## config.mk

```make
export PLATFORM = sky130hd
export DESIGN_NAME = slu_div
export DESIGN_NICKNAME = d
export VERILOG_FILES = /design/src/slu_pkg.sv /design/src/slu_div.sv
export SDC_FILE = /design/constraint.sdc
export NUM_CORES = 1
export LEC_CHECK = 0
export ABC_AREA = 1
export BUFFER_PORTS_ARGS = -buffer_cell sky130_fd_sc_hd__buf_4
export CAP_MARGIN = 5
export CORE_MARGIN = 2
export CORE_UTILIZATION = 40
export DETAILED_ROUTE_END_ITERATION = 7
export GPL_ROUTABILITY_DRIVEN = 0
export PLACE_DENSITY = 0.62
export SLEW_MARGIN = 20
export SYNTH_ARGS = -nofsm -noshare
export SYNTH_HDL_FRONTEND = slang
export SYNTH_SLANG_ARGS = --single-unit
```

## constraint.sdc

```tcl
create_clock -name clk -period 3.7 [get_ports clk]
set_clock_uncertainty 0.15 [all_clocks]
set_input_delay 0.74 -clock clk [delete_from_list [all_inputs] [get_ports clk]]
set_output_delay 0.74 -clock clk [all_outputs]
set_load 0.02 [all_outputs]
```

## src/slu_pkg.sv

```systemverilog
`timescale 1ns / 1ps
// shared types, constants, saturation helper and microcode table of the lu solver
package slu_pkg;

    localparam int DEF_MAX_ORDER = 4;
    localparam int DEF_FRAC_BITS = 16;
    localparam int SOLVE_MAX     = 4;
    localparam int SCR_COLS      = SOLVE_MAX + 1;
    localparam logic [2:0] AUG_COL = 3'd4;

    localparam logic [1:0] ACT_LOAD_A = 2'd0;
    localparam logic [1:0] ACT_LOAD_B = 2'd1;
    localparam logic [1:0] ACT_SOLVE  = 2'd2;

    localparam logic [1:0] ST_OK       = 2'd0;
    localparam logic [1:0] ST_SINGULAR = 2'd1;
    localparam logic [1:0] ST_SAT      = 2'd2;

    typedef struct packed {
        logic [1:0]         action;
        logic [1:0]         row;
        logic [1:0]         col;
        logic signed [31:0] value;
    } slu_in_t;

    typedef struct packed {
        logic [1:0]         index;
        logic signed [31:0] solution;
        logic [1:0]         status;
        logic               last;
    } slu_out_t;

    typedef struct packed {
        logic done;
        logic sat;
    } div_rsp_t;

    typedef struct packed {
        logic signed [31:0] val;
        logic               sat;
    } sat_t;

    function automatic sat_t sat32(input logic signed [63:0] v);
        sat_t r;
        if (v > 64'sd2147483647) begin
            r.val = 32'sh7fffffff;
            r.sat = 1'b1;
        end else if (v < -64'sd2147483648) begin
            r.val = 32'sh80000000;
            r.sat = 1'b1;
        end else begin
            r.val = v[31:0];
            r.sat = 1'b0;
        end
        return r;
    endfunction

    localparam int PC_W = 6;

    typedef enum logic [4:0] {
        OP_NOP    = 5'd0,
        OP_CPINIT = 5'd1,
        OP_CPRD   = 5'd2,
        OP_CPWR   = 5'd3,
        OP_UINIT  = 5'd4,
        OP_LD0    = 5'd5,
        OP_LDI    = 5'd6,
        OP_ACC    = 5'd7,
        OP_RD     = 5'd8,
        OP_MUL    = 5'd9,
        OP_SUB    = 5'd10,
        OP_TWR    = 5'd11,
        OP_PIV    = 5'd12,
        OP_PCHK   = 5'd13,
        OP_PVL    = 5'd14,
        OP_PVB    = 5'd15,
        OP_DST    = 5'd16,
        OP_DWRL   = 5'd17,
        OP_DWRB   = 5'd18,
        OP_KINC   = 5'd19,
        OP_BINIT  = 5'd20,
        OP_EINIT  = 5'd21,
        OP_ERD    = 5'd22,
        OP_EOUT   = 5'd23,
        OP_INCI   = 5'd24
    } op_t;

    typedef enum logic [3:0] {
        C_NONE   = 4'd0,
        C_ALWAYS = 4'd1,
        C_CPMORE = 4'd2,
        C_MGEK   = 4'd3,
        C_MGEN   = 4'd4,
        C_M1LTK  = 4'd5,
        C_M1LTN  = 4'd6,
        C_JLTN   = 4'd7,
        C_ZERO   = 4'd8,
        C_IGEN   = 4'd9,
        C_DBUSY  = 4'd10,
        C_K1LTN  = 4'd11,
        C_INZ    = 4'd12,
        C_OFULL  = 4'd13,
        C_I1LTN  = 4'd14
    } cond_t;

    typedef struct packed {
        op_t             op;
        cond_t           cond;
        logic [PC_W-1:0] target;
    } uc_t;

    localparam logic [PC_W-1:0] P_IDLE   = 6'd0;
    localparam logic [PC_W-1:0] P_CPINIT = 6'd1;
    localparam logic [PC_W-1:0] P_CPRD   = 6'd2;
    localparam logic [PC_W-1:0] P_CPWR   = 6'd3;
    localparam logic [PC_W-1:0] P_UINIT  = 6'd4;
    localparam logic [PC_W-1:0] P_TLD    = 6'd5;
    localparam logic [PC_W-1:0] P_TACC   = 6'd6;
    localparam logic [PC_W-1:0] P_TRD    = 6'd7;
    localparam logic [PC_W-1:0] P_TMUL   = 6'd8;
    localparam logic [PC_W-1:0] P_TSUB   = 6'd9;
    localparam logic [PC_W-1:0] P_TWR    = 6'd10;
    localparam logic [PC_W-1:0] P_PIV    = 6'd11;
    localparam logic [PC_W-1:0] P_PCHK   = 6'd12;
    localparam logic [PC_W-1:0] P_LCHK   = 6'd13;
    localparam logic [PC_W-1:0] P_LLD    = 6'd14;
    localparam logic [PC_W-1:0] P_LACC   = 6'd15;
    localparam logic [PC_W-1:0] P_LRD    = 6'd16;
    localparam logic [PC_W-1:0] P_LMUL   = 6'd17;
    localparam logic [PC_W-1:0] P_LSUB   = 6'd18;
    localparam logic [PC_W-1:0] P_LDIV   = 6'd19;
    localparam logic [PC_W-1:0] P_LDST   = 6'd20;
    localparam logic [PC_W-1:0] P_LDWT   = 6'd21;
    localparam logic [PC_W-1:0] P_LWR    = 6'd22;
    localparam logic [PC_W-1:0] P_KNEXT  = 6'd23;
    localparam logic [PC_W-1:0] P_BINIT  = 6'd24;
    localparam logic [PC_W-1:0] P_BLD    = 6'd25;
    localparam logic [PC_W-1:0] P_BACC   = 6'd26;
    localparam logic [PC_W-1:0] P_BRD    = 6'd27;
    localparam logic [PC_W-1:0] P_BMUL   = 6'd28;
    localparam logic [PC_W-1:0] P_BSUB   = 6'd29;
    localparam logic [PC_W-1:0] P_BDIV   = 6'd30;
    localparam logic [PC_W-1:0] P_BDST   = 6'd31;
    localparam logic [PC_W-1:0] P_BDWT   = 6'd32;
    localparam logic [PC_W-1:0] P_BWR    = 6'd33;
    localparam logic [PC_W-1:0] P_EINIT  = 6'd34;
    localparam logic [PC_W-1:0] P_ERD    = 6'd35;
    localparam logic [PC_W-1:0] P_EOUT   = 6'd36;
    localparam logic [PC_W-1:0] P_ENEXT  = 6'd37;
    localparam logic [PC_W-1:0] P_EDONE  = 6'd38;

    // control store: copy, factor with forward pass on the augmented column,
    // back substitution, then emit
    function automatic uc_t ucode(input logic [PC_W-1:0] pc);
        uc_t w;
        case (pc)
            P_IDLE:   w = '{OP_NOP,    C_ALWAYS, P_IDLE};
            P_CPINIT: w = '{OP_CPINIT, C_NONE,   P_IDLE};
            P_CPRD:   w = '{OP_CPRD,   C_NONE,   P_IDLE};
            P_CPWR:   w = '{OP_CPWR,   C_CPMORE, P_CPRD};
            P_UINIT:  w = '{OP_UINIT,  C_NONE,   P_IDLE};
            P_TLD:    w = '{OP_LD0,    C_NONE,   P_IDLE};
            P_TACC:   w = '{OP_ACC,    C_MGEK,   P_TWR};
            P_TRD:    w = '{OP_RD,     C_NONE,   P_IDLE};
            P_TMUL:   w = '{OP_MUL,    C_NONE,   P_IDLE};
            P_TSUB:   w = '{OP_SUB,    C_M1LTK,  P_TRD};
            P_TWR:    w = '{OP_TWR,    C_JLTN,   P_TLD};
            P_PIV:    w = '{OP_PIV,    C_NONE,   P_IDLE};
            P_PCHK:   w = '{OP_PCHK,   C_ZERO,   P_EINIT};
            P_LCHK:   w = '{OP_NOP,    C_IGEN,   P_KNEXT};
            P_LLD:    w = '{OP_LD0,    C_NONE,   P_IDLE};
            P_LACC:   w = '{OP_ACC,    C_MGEK,   P_LDIV};
            P_LRD:    w = '{OP_RD,     C_NONE,   P_IDLE};
            P_LMUL:   w = '{OP_MUL,    C_NONE,   P_IDLE};
            P_LSUB:   w = '{OP_SUB,    C_M1LTK,  P_LRD};
            P_LDIV:   w = '{OP_PVL,    C_NONE,   P_IDLE};
            P_LDST:   w = '{OP_DST,    C_NONE,   P_IDLE};
            P_LDWT:   w = '{OP_NOP,    C_DBUSY,  P_LDWT};
            P_LWR:    w = '{OP_DWRL,   C_ALWAYS, P_LCHK};
            P_KNEXT:  w = '{OP_KINC,   C_K1LTN,  P_UINIT};
            P_BINIT:  w = '{OP_BINIT,  C_NONE,   P_IDLE};
            P_BLD:    w = '{OP_LDI,    C_NONE,   P_IDLE};
            P_BACC:   w = '{OP_ACC,    C_MGEN,   P_BDIV};
            P_BRD:    w = '{OP_RD,     C_NONE,   P_IDLE};
            P_BMUL:   w = '{OP_MUL,    C_NONE,   P_IDLE};
            P_BSUB:   w = '{OP_SUB,    C_M1LTN,  P_BRD};
            P_BDIV:   w = '{OP_PVB,    C_NONE,   P_IDLE};
            P_BDST:   w = '{OP_DST,    C_NONE,   P_IDLE};
            P_BDWT:   w = '{OP_NOP,    C_DBUSY,  P_BDWT};
            P_BWR:    w = '{OP_DWRB,   C_INZ,    P_BLD};
            P_EINIT:  w = '{OP_EINIT,  C_NONE,   P_IDLE};
            P_ERD:    w = '{OP_ERD,    C_NONE,   P_IDLE};
            P_EOUT:   w = '{OP_EOUT,   C_OFULL,  P_EOUT};
            P_ENEXT:  w = '{OP_INCI,   C_I1LTN,  P_ERD};
            P_EDONE:  w = '{OP_NOP,    C_ALWAYS, P_IDLE};
            default:  w = '{OP_NOP,    C_ALWAYS, P_IDLE};
        endcase
        return w;
    endfunction

endpackage

```

## src/slu_div.sv

```systemverilog
`timescale 1ns / 1ps
// bit-serial signed fixed point divider with saturation
module slu_div import slu_pkg::*; #(
    parameter int FRAC_BITS = DEF_FRAC_BITS
) (
    input  logic               clk,
    input  logic               rst_n,
    input  logic               start,
    input  logic signed [31:0] dividend,
    input  logic signed [31:0] divisor,
    output logic signed [31:0] quotient,
    output div_rsp_t           rsp
);

    localparam int NW = 32 + FRAC_BITS;
    localparam int CW = $clog2(NW + 1);

    logic [NW-1:0] num_reg;
    logic [31:0]   rem_reg;
    logic [31:0]   dmag_reg;
    logic          neg_reg;
    logic          busy_reg;
    logic [CW-1:0] cnt_reg;
    logic          done_reg;
    logic          sat_reg;
    logic signed [31:0] quo_reg;

    logic [32:0]   rem_sh;
    logic          ge;
    logic [32:0]   rem_sub;
    logic [NW-1:0] num_next;
    logic [31:0]   amag;
    logic          hi_nz;
    logic          sat_next;

    always_comb
    begin
        amag     = dividend[31] ? 32'(-dividend) : 32'(dividend);
        rem_sh   = {rem_reg, num_reg[NW-1]};
        ge       = rem_sh >= {1'b0, dmag_reg};
        rem_sub  = rem_sh - {1'b0, dmag_reg};
        num_next = {num_reg[NW-2:0], ge};
        hi_nz    = |num_next[NW-1:32];
        // negative side may reach one more than the positive side
        sat_next = neg_reg ? (hi_nz | (num_next[31] & (|num_next[30:0])))
                           : (hi_nz | num_next[31]);
    end

    always_ff @(posedge clk or negedge rst_n)
    begin
        if (!rst_n)
        begin
            busy_reg <= 1'b0;
            cnt_reg  <= '0;
            done_reg <= 1'b0;
        end
        else
        begin
            done_reg <= 1'b0;
            if (start)
            begin
                busy_reg <= 1'b1;
                cnt_reg  <= CW'(NW);
            end
            else if (busy_reg)
            begin
                cnt_reg <= cnt_reg - 1'b1;
                if (cnt_reg == CW'(1))
                begin
                    busy_reg <= 1'b0;
                    done_reg <= 1'b1;
                end
            end
        end
    end

    always_ff @(posedge clk)
    begin
        if (start)
        begin
            num_reg  <= {amag, {FRAC_BITS{1'b0}}};
            rem_reg  <= '0;
            dmag_reg <= divisor[31] ? 32'(-divisor) : 32'(divisor);
            neg_reg  <= dividend[31] ^ divisor[31];
        end
        else if (busy_reg)
        begin
            num_reg <= num_next;
            rem_reg <= ge ? rem_sub[31:0] : rem_sh[31:0];
            if (cnt_reg == CW'(1))
            begin
                sat_reg <= sat_next;
                if (sat_next)
                    quo_reg <= neg_reg ? 32'sh80000000 : 32'sh7fffffff;
                else
                    quo_reg <= neg_reg ? 32'(-num_next[31:0]) : num_next[31:0];
            end
        end
    end

    assign quotient = quo_reg;
    assign rsp.done = done_reg;
    assign rsp.sat  = sat_reg;

endmodule

```

After elaboration in Yosys (flattened, before gate mapping):

Cells that the tools add are included.

* register bits: 154
* input port bits: 67
* output and inout bits: 34
* word-level logic and storage cells: 44

* add/sub/neg operators: 5
* order comparisons: 1
* equality and inequality tests: 1
* mux-type cells: 17
* bitwise operators: 5
* reductions and logical operators: 4

Operator list (count)
* $mux W32: 5
* $mux W48: 2
* $neg A32 Y32: 3
* $ge A33 B32 Y1: 1
* $sub A32 B32 Y32: 1
* $mux W31: 1
* $reduce_or A31 Y1: 1
* $reduce_or A16 Y1: 1
* $mux W6: 2
* $mux W1: 7
* $eq A6 B1 Y1 const B: 1
* $sub A6 B1 Y6 const B: 1
* $reduce_and A3 Y1: 1
* $or A1 B1 Y1: 2
* $reduce_bool A2 Y1: 1
* $and A1 B1 Y1: 1
* $not A1 Y1: 1
* $xor A1 B1 Y1: 1

Depth between registers and ports, before layout:

Gate-level depths: netlist (run 1).

* depth after elaboration: 6
* mapped depth: 27
* mapped depth without buffers: 25

Least setup slack after synthesis (run 1):

No wires, ideal clock.

* kind: input -> register
* start: in start
* end: reg quo_reg[0], in the netlist quotient[0] (enable)
* library setup time: 0.423 ns
* arrival: 2.836 ns
* data required time: 3.127 ns
* path slack: 0.291 ns
* cell stages on the path: 4
* buffers on the path: 1
* cells stage by stage: nor2_1 > clkinv_1 > clkbuf_1 > nor2_1

* cells in the longest elaborated chain, start to end: 2

RTL lines
* start, declared: RTL line slu_div.sv:8 `input logic start,`
* $not A1 Y1 (no source line)
* $reduce_and A3 Y1 (no source line)
* end signal, assigned: RTL line slu_div.sv:94 `quo_reg <= neg_reg ? 32'sh80000000 : 32'sh7fffffff;`
* end signal, assigned: RTL line slu_div.sv:96 `quo_reg <= neg_reg ? 32'(-num_next[31:0]) : num_next[31:0];`
* end, declared: RTL line slu_div.sv:26 `logic signed [31:0] quo_reg;`

No other way between the ends.
A chain may end at the register's enable or synchronous reset.

Worst setup path after layout (run 1):

* start: reg dmag_reg[18]
* end: reg quo_reg[12], in the netlist quotient[12] (data pin)

* cells in the longest elaborated chain, start to end: 6
* elaborated cells on any way between the ends: 8
* those cells by class: add/sub: 1; order compare: 1; mux: 3; bitwise: 2; reduce/logical: 1

RTL lines
* start, declared: RTL line slu_div.sv:20 `logic [31:0] dmag_reg;`
* start signal, assigned: RTL line slu_div.sv:83 `dmag_reg <= divisor[31] ? 32'(-divisor) : 32'(divisor);`
* $ge A33 B32 Y1 *: RTL line slu_div.sv:40 `ge = rem_sh >= {1'b0, dmag_reg};`
* branches (longest 4 deep; another with $neg A32 Y32)
* $mux W32 *: RTL line slu_div.sv:93 `if (sat_next)`

Every way passes the cells marked *.

==> results.tsv, run 1 <==
stage	metric	value	unit
pwr	power.density_cell_area	521.7	nW/um^2
sta	timing.max_slew.rel_slack	0.5391	
yosys	synthTopCellsByCount	sky130_fd_sc_hd__nand2_1 (332), sky130_fd_sc_hd__inv_1 (202), sky130_fd_sc_hd__nor2_1 (159), sky130_fd_sc_hd__edfxtp_1 (98), sky130_fd_sc_hd__o21ai_0 (91)	
critical_path	worstSetupPathType	flip-flop to flip-flop	
finish	fill_cells	2585	
global_route	largest_net_degree_at_the_start_of_global_routing	59	
clocking	clk_root_buffer_cell	sky130_fd_sc_hd__clkbuf_16	
critical_path	critical_path.reg2reg.startpoint	dmag_reg[18]	
critical_path	setup.worst_path.start_class	flip-flop	
yosys	synth.cell_area	10500	sq um
sta	hold_viol	0	
yosys	synth.top_cells.by_area	sky130_fd_sc_hd__edfxtp_1 (28%), sky130_fd_sc_hd__nand2_1 (12%), sky130_fd_sc_hd__dfxtp_1 (9.2%)	
drt	first_iter_violations	628	
clocking	cts.htree.levels	4	
critical_path	timing.critical_path.fanout_max	6	
drt	wirelength	26.89	mm
critical_path	worst-r2r-cell-count	21	
yosys	synth.most_common_cell	sky130_fd_sc_hd__nand2_1	
sta	timing_max_transition_violations_final	0	
yosys	distinct_cell_type_count_of_the_synthesized_netlist	56	
critical_path	critical_path.reg2reg.endpoint	quotient[12]	
finish	areaGrowthSynthToFinish	17.99	%
global_route	grt_util_all_layers	0.1926	
sta	fmax	285.7	MHz
min_path	timing.hold.worst_path_depth	2	
global_route	grt_remaining_overflow	0	
sta	post-route-period-util	0.9460	
yosys	synth.ff_latch_count	154	
floorplan	floorplan.initialDensity	0.4050	
finish	design_area	12380	sq um
clocking	worstSkewPairLatency	0.43	ns
placement	dpl-instance-area	11580	sq um
min_path	worstHoldStart	rem_reg[29]	
yosys	synth_fp_nets	1533	
critical_path	ff2ff_setup_slack	0.20	ns
drt	detail_route.wl_per_cell	14.29	microns
drt	dr.pass1.iters	5	
pwr	switching_power	2570	uW
yosys	synth_cells	1427	
drt	avgViaCountPerCell	5.095	
sta	setup-violations-final	0	
clocking	cts.sinks	154	
placement	dp_hpwl	20.38	mm
sta	hold_ws	0.3218	ns
floorplan	fp-row-count	59	
placement	port_buffers	100	
sta	final_critical_path_setup_slack	0.1999	ns
yosys	yosysWarningCount	0	
global_route	grt_pass1_wl	43.70	mm
critical_path	cp_data_required_time	3.73	ns
pwr	switching_share	0.3979	
clocking	clk_pin_slew	0.07	ns
yosys	synth.largest_area_cell	sky130_fd_sc_hd__edfxtp_1	
pwr	power.internal	3890	uW
clocking	cts.path.max_buffers	2	
job	cap_violations	0	
floorplan	die_w	166.0	microns
sta	timing.final.crit_period	3.500	ns
finish	final-seq-area	4104	sq um
yosys	yosys.area.top_type_share	0.2804	
global_route	first_global_vias	8911	
critical_path	timing.critical_path.arrival	3.53	ns
clocking	tritoncts.num_buffers	17	
sta	worst-slew-pin-transition	0.6906	ns
floorplan	coreArea	25910	sq um
clocking	cts_tree	yes	
min_path	min-delay-path-class	flip-flop to flip-flop	
finish	postLayoutCoreUtil	0.4779	
finish	number_of_flip_flops_under_the_largest_register_name	48	
yosys	syn_avg_cell_area	7.355	sq um
floorplan	design.die.area	27550	sq um
yosys	postSynth.topFlopCell	sky130_fd_sc_hd__edfxtp_1	
drt	detailed_route_via_count	9588	
pwr	power.static_leakage	0.005646	uW
pwr	sequentialPowerShare	0.343	
min_path	hold-path-endpoint	rem_reg[29]	
finish	multi_input_comb_area	5492	sq um
outcome	status	complete, no violations	
pwr	pwr-share-clk	0.259	
finish	drive_gt1_frac	0.1409	
pwr	combPwrFrac	0.399	
critical_path	cp-end-kind	flip-flop	
placement	pre_cts_slack	0.1205	ns
floorplan	ioPinCount	101	
yosys	number_of_enable_flip_flop_cells_after_synthesis	98	
global_route	antenna_violations_before_repair	0	
finish	number_of_inserted_diodes	0	
finish	nNetsFinal	1640	
yosys	postSynth.asyncResetShare	0.05195	
yosys	synth_seq_area_share	0.3910	
floorplan	die_y	166.0	microns
drt	number_of_remaining_drc_errors	0	
pwr	total_power	6460	uW
drt	antenna_left	0	
pwr	ir_drop	261.7	uV
## layer usage
| metal | global-route usage | vias up | wire length [microns] |
|---|---|---|---|
| li1 | - | 4937 | - |
| met1 | 0.2623 | 4377 | 12600 |
| met2 | 0.3222 | 239 | 12590 |
| met3 | 0.02288 | 35 | 1219 |
| met4 | 0.05860 | 0 | 477 |
| met5 | 0 | - | 0 |
## area by class of cell
type                    count  area share
multi-input cells        1023      0.4435
flip-flops and latches    154      0.3314
repair buffers            128     0.08154
inverters                 208     0.06355
clock buffers              17     0.03435
well taps                 335     0.03385
clock inverters            15     0.01061
repair inverters            2    0.001212
## repair_timing
item / 4_1_cts / 5_1_grt
setup endpoints to repair: 0 / 29
buffers inserted: 0 / 11
resized for setup: 0 / 30
endpoints found under the hold margin: 8 / 0
hold buffers: 1 / 0
## critical path, cell delays in order, from the launching register on
cell and delay (ns):
sky130_fd_sc_hd__edfxtp_1 0.37, sky130_fd_sc_hd__inv_1 0.11, sky130_fd_sc_hd__ha_1 0.28, sky130_fd_sc_hd__nand2_1 0.18, sky130_fd_sc_hd__nor2_4 0.06, sky130_fd_sc_hd__nand2_1 0.08, sky130_fd_sc_hd__nor2_2 0.05, sky130_fd_sc_hd__nand2_1 0.10
sky130_fd_sc_hd__nand2_2 0.07, sky130_fd_sc_hd__nor2_4 0.17, sky130_fd_sc_hd__nand2_8 0.08, sky130_fd_sc_hd__nor2_4 0.09, sky130_fd_sc_hd__nand3_1 0.09, sky130_fd_sc_hd__ha_2 0.19, sky130_fd_sc_hd__nand2_1 0.08, sky130_fd_sc_hd__nand3_2 0.10
sky130_fd_sc_hd__nor2_4 0.29, sky130_fd_sc_hd__clkinvlp_4 0.21, sky130_fd_sc_hd__buf_4 0.17, sky130_fd_sc_hd__nor2_1 0.10, sky130_fd_sc_hd__xor2_1 0.17, sky130_fd_sc_hd__inv_1 0.05
## cells by family after synthesis
kind of cell	Yosys count	share of synthesized area
AO/OA/AOI/OAI	252	0.1358
buffers and inverters	250	0.09490
adder cells (fa/ha/maj)	39	0.04721
AND/OR/NAND/NOR	665	0.2752
flip-flops	154	0.3910
XOR/XNOR	67	0.05591
## cell usage in the layout (no fill, tap or decap), types with 9 or more instances in the layout
cell,count
sky130_fd_sc_hd__a21oi_1,74
sky130_fd_sc_hd__buf_4,123
sky130_fd_sc_hd__clkbuf_16,18
sky130_fd_sc_hd__dfxtp_1,48
sky130_fd_sc_hd__edfxtp_1,98
sky130_fd_sc_hd__ha_1,33
sky130_fd_sc_hd__inv_1,200
sky130_fd_sc_hd__nand2_1,328
sky130_fd_sc_hd__nand2_2,9
sky130_fd_sc_hd__nand3_1,65
sky130_fd_sc_hd__nand4_1,27
sky130_fd_sc_hd__nor2_1,154
sky130_fd_sc_hd__nor3_1,29
sky130_fd_sc_hd__nor4_1,11
sky130_fd_sc_hd__o21ai_0,89
sky130_fd_sc_hd__o21ai_1,14
sky130_fd_sc_hd__o21bai_1,9
sky130_fd_sc_hd__o22ai_1,28
sky130_fd_sc_hd__xnor2_1,18
sky130_fd_sc_hd__xor2_1,49
## worst max-delay path by stage
stage / startpoint / to / slack (ns)
after detailed placement: dmag_reg[28] / quotient[2] / 0.12
after global routing: dmag_reg[14] / quotient[25] / -0.04
after floorplan: start / quotient[0] / 0.29
after global placement: dmag_reg[28] / quotient[7] / 0.19
final: dmag_reg[18] / quotient[12] / 0.20
after CTS: dmag_reg[28] / quotient[2] / 0.12
## power groups by stage
stage	Sequential (uW)	Clock [uW]	Combinational [uW]
2_1_floorplan	2200	0	1910
3_3_place_gp	2240	0	2450
3_5_place_dp	2240	0	2470
6_report	2210	1670	2580
4_1_cts	2210	1700	2480
5_1_grt	2240	1770	2890
## metrics by stage
stage          std cells  TNS, ns
2_1_floorplan       1427        0
3_3_place_gp        1835        0
3_5_place_dp        1835        0
4_1_cts             1868        0
5_1_grt             1882  -0.1800
6_report            1882        0
Power figures use the tool's default switching activity.
==> inputs of run 2 (changes only) <==
--- a/config.mk
+++ b/config.mk
@@ -13,6 +13,7 @@
 export DETAILED_ROUTE_END_ITERATION = 7
 export GPL_ROUTABILITY_DRIVEN = 0
 export PLACE_DENSITY = 0.62
+export REMOVE_ABC_BUFFERS = 1
 export SLEW_MARGIN = 20
 export SYNTH_ARGS = -nofsm -noshare
 export SYNTH_HDL_FRONTEND = slang
==> results.tsv, run 2 (synthesis results as in run 1) <==
stage	metric	value	unit
outcome	status	complete, no violations	
drt	detailed_route_via_count	9768	
critical_path	critical-path-top-delay-family	simple AND/OR/NAND/NOR gates	
sta	timing_max_transition_violations_final	0	
pwr	power.static_leakage	0.005711	uW
finish	areaGrowthSynthToFinish	19.47	%
pwr	ir_drop	340.2	uV
critical_path	timing.critical_path.arrival	3.58	ns
floorplan	design.die.area	27550	sq um
critical_path	cp_data_required_time	3.74	ns
sta	fin_setup_tns	0	ns
clocking	cts.htree.levels	4	
floorplan	floorplan.initialDensity	0.4050	
critical_path	worstSetupPathType	flip-flop to flip-flop	
critical_path	timing.critical_path.fanout_max	5	
critical_path	crit_path_max_incr_delay	0.37	ns
pwr	switching_power	2605	uW
clocking	cts.sinks	154	
clocking	cts.path.max_buffers	2	
drt	avgViaCountPerCell	5.149	
sta	hold_viol	0	
critical_path	setup.worst_path.start_class	flip-flop	
floorplan	ioPinCount	101	
global_route	grt_util_all_layers	0.2084	
clocking	tritoncts.num_buffers	17	
drt	first_iter_violations	824	
placement	port_buffers	100	
finish	design_area	12540	sq um
pwr	power.internal	4017	uW
pwr	switching_share	0.3934	
floorplan	fp-row-count	59	
finish	fill_cells	2557	
global_route	first_global_vias	9314	
min_path	min-delay-path-class	flip-flop to flip-flop	
global_route	grt_remaining_overflow	0	
sta	fmax	282.6	MHz
critical_path	critical_path_buf_inv_count	4	
finish	final_common_cell	sky130_fd_sc_hd__nand2_1	
global_route	largest_net_degree_at_the_start_of_global_routing	39	
pwr	sequentialPowerShare	0.335	
sta	timing.final.crit_period	3.538	ns
critical_path	cpMostUsedCell	sky130_fd_sc_hd__nor2_4	
sta	worst-slew-pin-transition	0.5610	ns
global_route	grt_pass1_wl	47.08	mm
pwr	power.density_cell_area	528.1	nW/um^2
critical_path	crit_slowest_cell	sky130_fd_sc_hd__edfxtp_1	
clocking	cts_tree	yes	
finish	layout.cells.most_common_list	sky130_fd_sc_hd__nand2_1 (319), sky130_fd_sc_hd__inv_1 (200), sky130_fd_sc_hd__nor2_1 (154)	
sta	timing.max_slew.rel_slack	0.6229	
clocking	clk_root_buffer_cell	sky130_fd_sc_hd__clkbuf_16	
job	cap_violations	0	
floorplan	die_w	166.0	microns
finish	postLayoutCoreUtil	0.4839	
placement	pre_cts_slack	0.02494	ns
finish	drive_gt1_frac	0.1549	
global_route	antenna_violations_before_repair	0	
placement	dp_hpwl	21.76	mm
finish	nNetsFinal	1655	
critical_path	cp-end-kind	flip-flop	
pwr	pwr-share-clk	0.259	
drt	wirelength	28.77	mm
floorplan	die_y	166.0	microns
finish	number_of_flip_flops_under_the_largest_register_name	48	
pwr	combPwrFrac	0.406	
sta	final_critical_path_setup_slack	0.1619	ns
drt	dr.pass1.iters	5	
drt	detail_route.wl_per_cell	15.17	microns
finish	number_of_inserted_diodes	0	
placement	dpl-instance-area	11660	sq um
floorplan	coreArea	25910	sq um
critical_path	worstPathCellList	inv_1 -> ha_1 -> nand2_2 -> nor2_4 -> nand2_1 -> nor2_2 -> nand2_1 -> nand2_2 -> nor2_4 -> nand2_8 -> nor2_4 -> nand3_1 -> ha_1 -> nand2_1 -> nand3_1 -> nor2_4 -> clkinvlp_4 -> buf_4 -> o21ai_0 -> xor2_1 -> inv_1	
drt	number_of_remaining_drc_errors	0	
drt	antenna_left	0	
sta	post-route-period-util	0.9562	
sta	hold_ws	0.3186	ns
clocking	clk_pin_slew	0.07	ns
clocking	worstSkewPairLatency	0.43	ns
sta	setup-violations-final	0	
run 2: cell types whose count changed in the layout (fill, tap and decap cells not counted), moves of 2 or more:
| cell | change |
|---|---|
| sky130_fd_sc_hd__nand2_2 | +8 |
| sky130_fd_sc_hd__o21ai_1 | -2 |
| sky130_fd_sc_hd__clkbuf_1 | +2 |
| sky130_fd_sc_hd__nand3_1 | +2 |
| sky130_fd_sc_hd__ha_1 | -2 |
| sky130_fd_sc_hd__nand2_1 | -9 |
| sky130_fd_sc_hd__o21ai_2 | +2 |
| sky130_fd_sc_hd__clkinv_1 | -2 |
| sky130_fd_sc_hd__buf_4 | +16 |
| sky130_fd_sc_hd__inv_8 | -2 |
| sky130_fd_sc_hd__a21oi_1 | +2 |
| sky130_fd_sc_hd__nand3_2 | -3 |
| sky130_fd_sc_hd__clkinvlp_4 | +3 |
run 2: worst register-to-register path: cells and delay by family (launching register included):
| kind | cells | cell delay, ns |
|---|---|---|
| AO/OA/AOI/OAI | 1 | 0.19 |
| XOR/XNOR | 1 | 0.16 |
| adder cells (fa/ha/maj) | 2 | 0.49 |
| buffers and inverters | 4 | 0.55 |
| flip-flops | 1 | 0.37 |
| AND/OR/NAND/NOR | 13 | 1.40 |
run 2: final cells by class:
class                           instances  area (sq um)  area share
Clock buffer                           19         432.9     0.03453
Clock inverter                         13         132.6     0.01058
Inverter                              208         787.0     0.06277
Multi-Input combinational cell       1023          5529      0.4410
Sequential cell                       154          4104      0.3273
Tap cell                              335         419.2     0.03343
Timing Repair Buffer                  143          1119     0.08921
Timing Repair inverter                  2         15.01    0.001197
run 2: what timing repair did:
item | in CTS | in global routing
buffers inserted | 0 | 16
resized for setup | 0 | 39
endpoints found under the hold margin | 8 | 0
setup endpoints to repair | 0 | 30
hold buffers | 1 | 0
run 2: path summary, 6_finish.rpt:
| path | startpoint | to | cells past startpoint | slack (ns) |
|---|---|---|---|---|
| worst min-delay path | rem_reg[28] | rem_reg[28] | 2 | 0.32 |
| worst max register to register | dmag_reg[17] | quotient[9] | 21 | 0.16 |
| min in group asynchronous | rst_n | done_reg | 2 | 0.52 |
| worst max-delay path | dmag_reg[17] | quotient[9] | 21 | 0.16 |
| worst min register to register | rem_reg[28] | rem_reg[28] | 2 | 0.32 |
| max in group asynchronous | rst_n | cnt_reg[5] | 2 | 2.76 |
run 2: power groups by stage:
stage               Sequential, uW  Clock, uW  Combinational, uW
finish                        2220       1720               2690
global route                  2240       1810               3030
CTS                           2210       1740               2550
detailed placement            2240          0               2530
global placement              2240          0               2510
floorplan                     2210          0               1810
run 2: metrics by stage:
step	total power (uW)	std cells
floorplan	4015	1385
global placement	4745	1845
detailed placement	4774	1845
CTS	6500	1878
global route	7090	1897
finish	6622	1897
run 2: per-layer routing:
layer | global-route usage | routed length (microns) | vias to the layer above | part of all wire
met5 | 0 | 0 | - | 0
met4 | 0.05520 | 472 | 0 | 0.016
met3 | 0.03122 | 1617 | 33 | 0.056
met2 | 0.3332 | 13040 | 271 | 0.45
met1 | 0.2955 | 13640 | 4513 | 0.47
li1 | - | - | 4951 | -
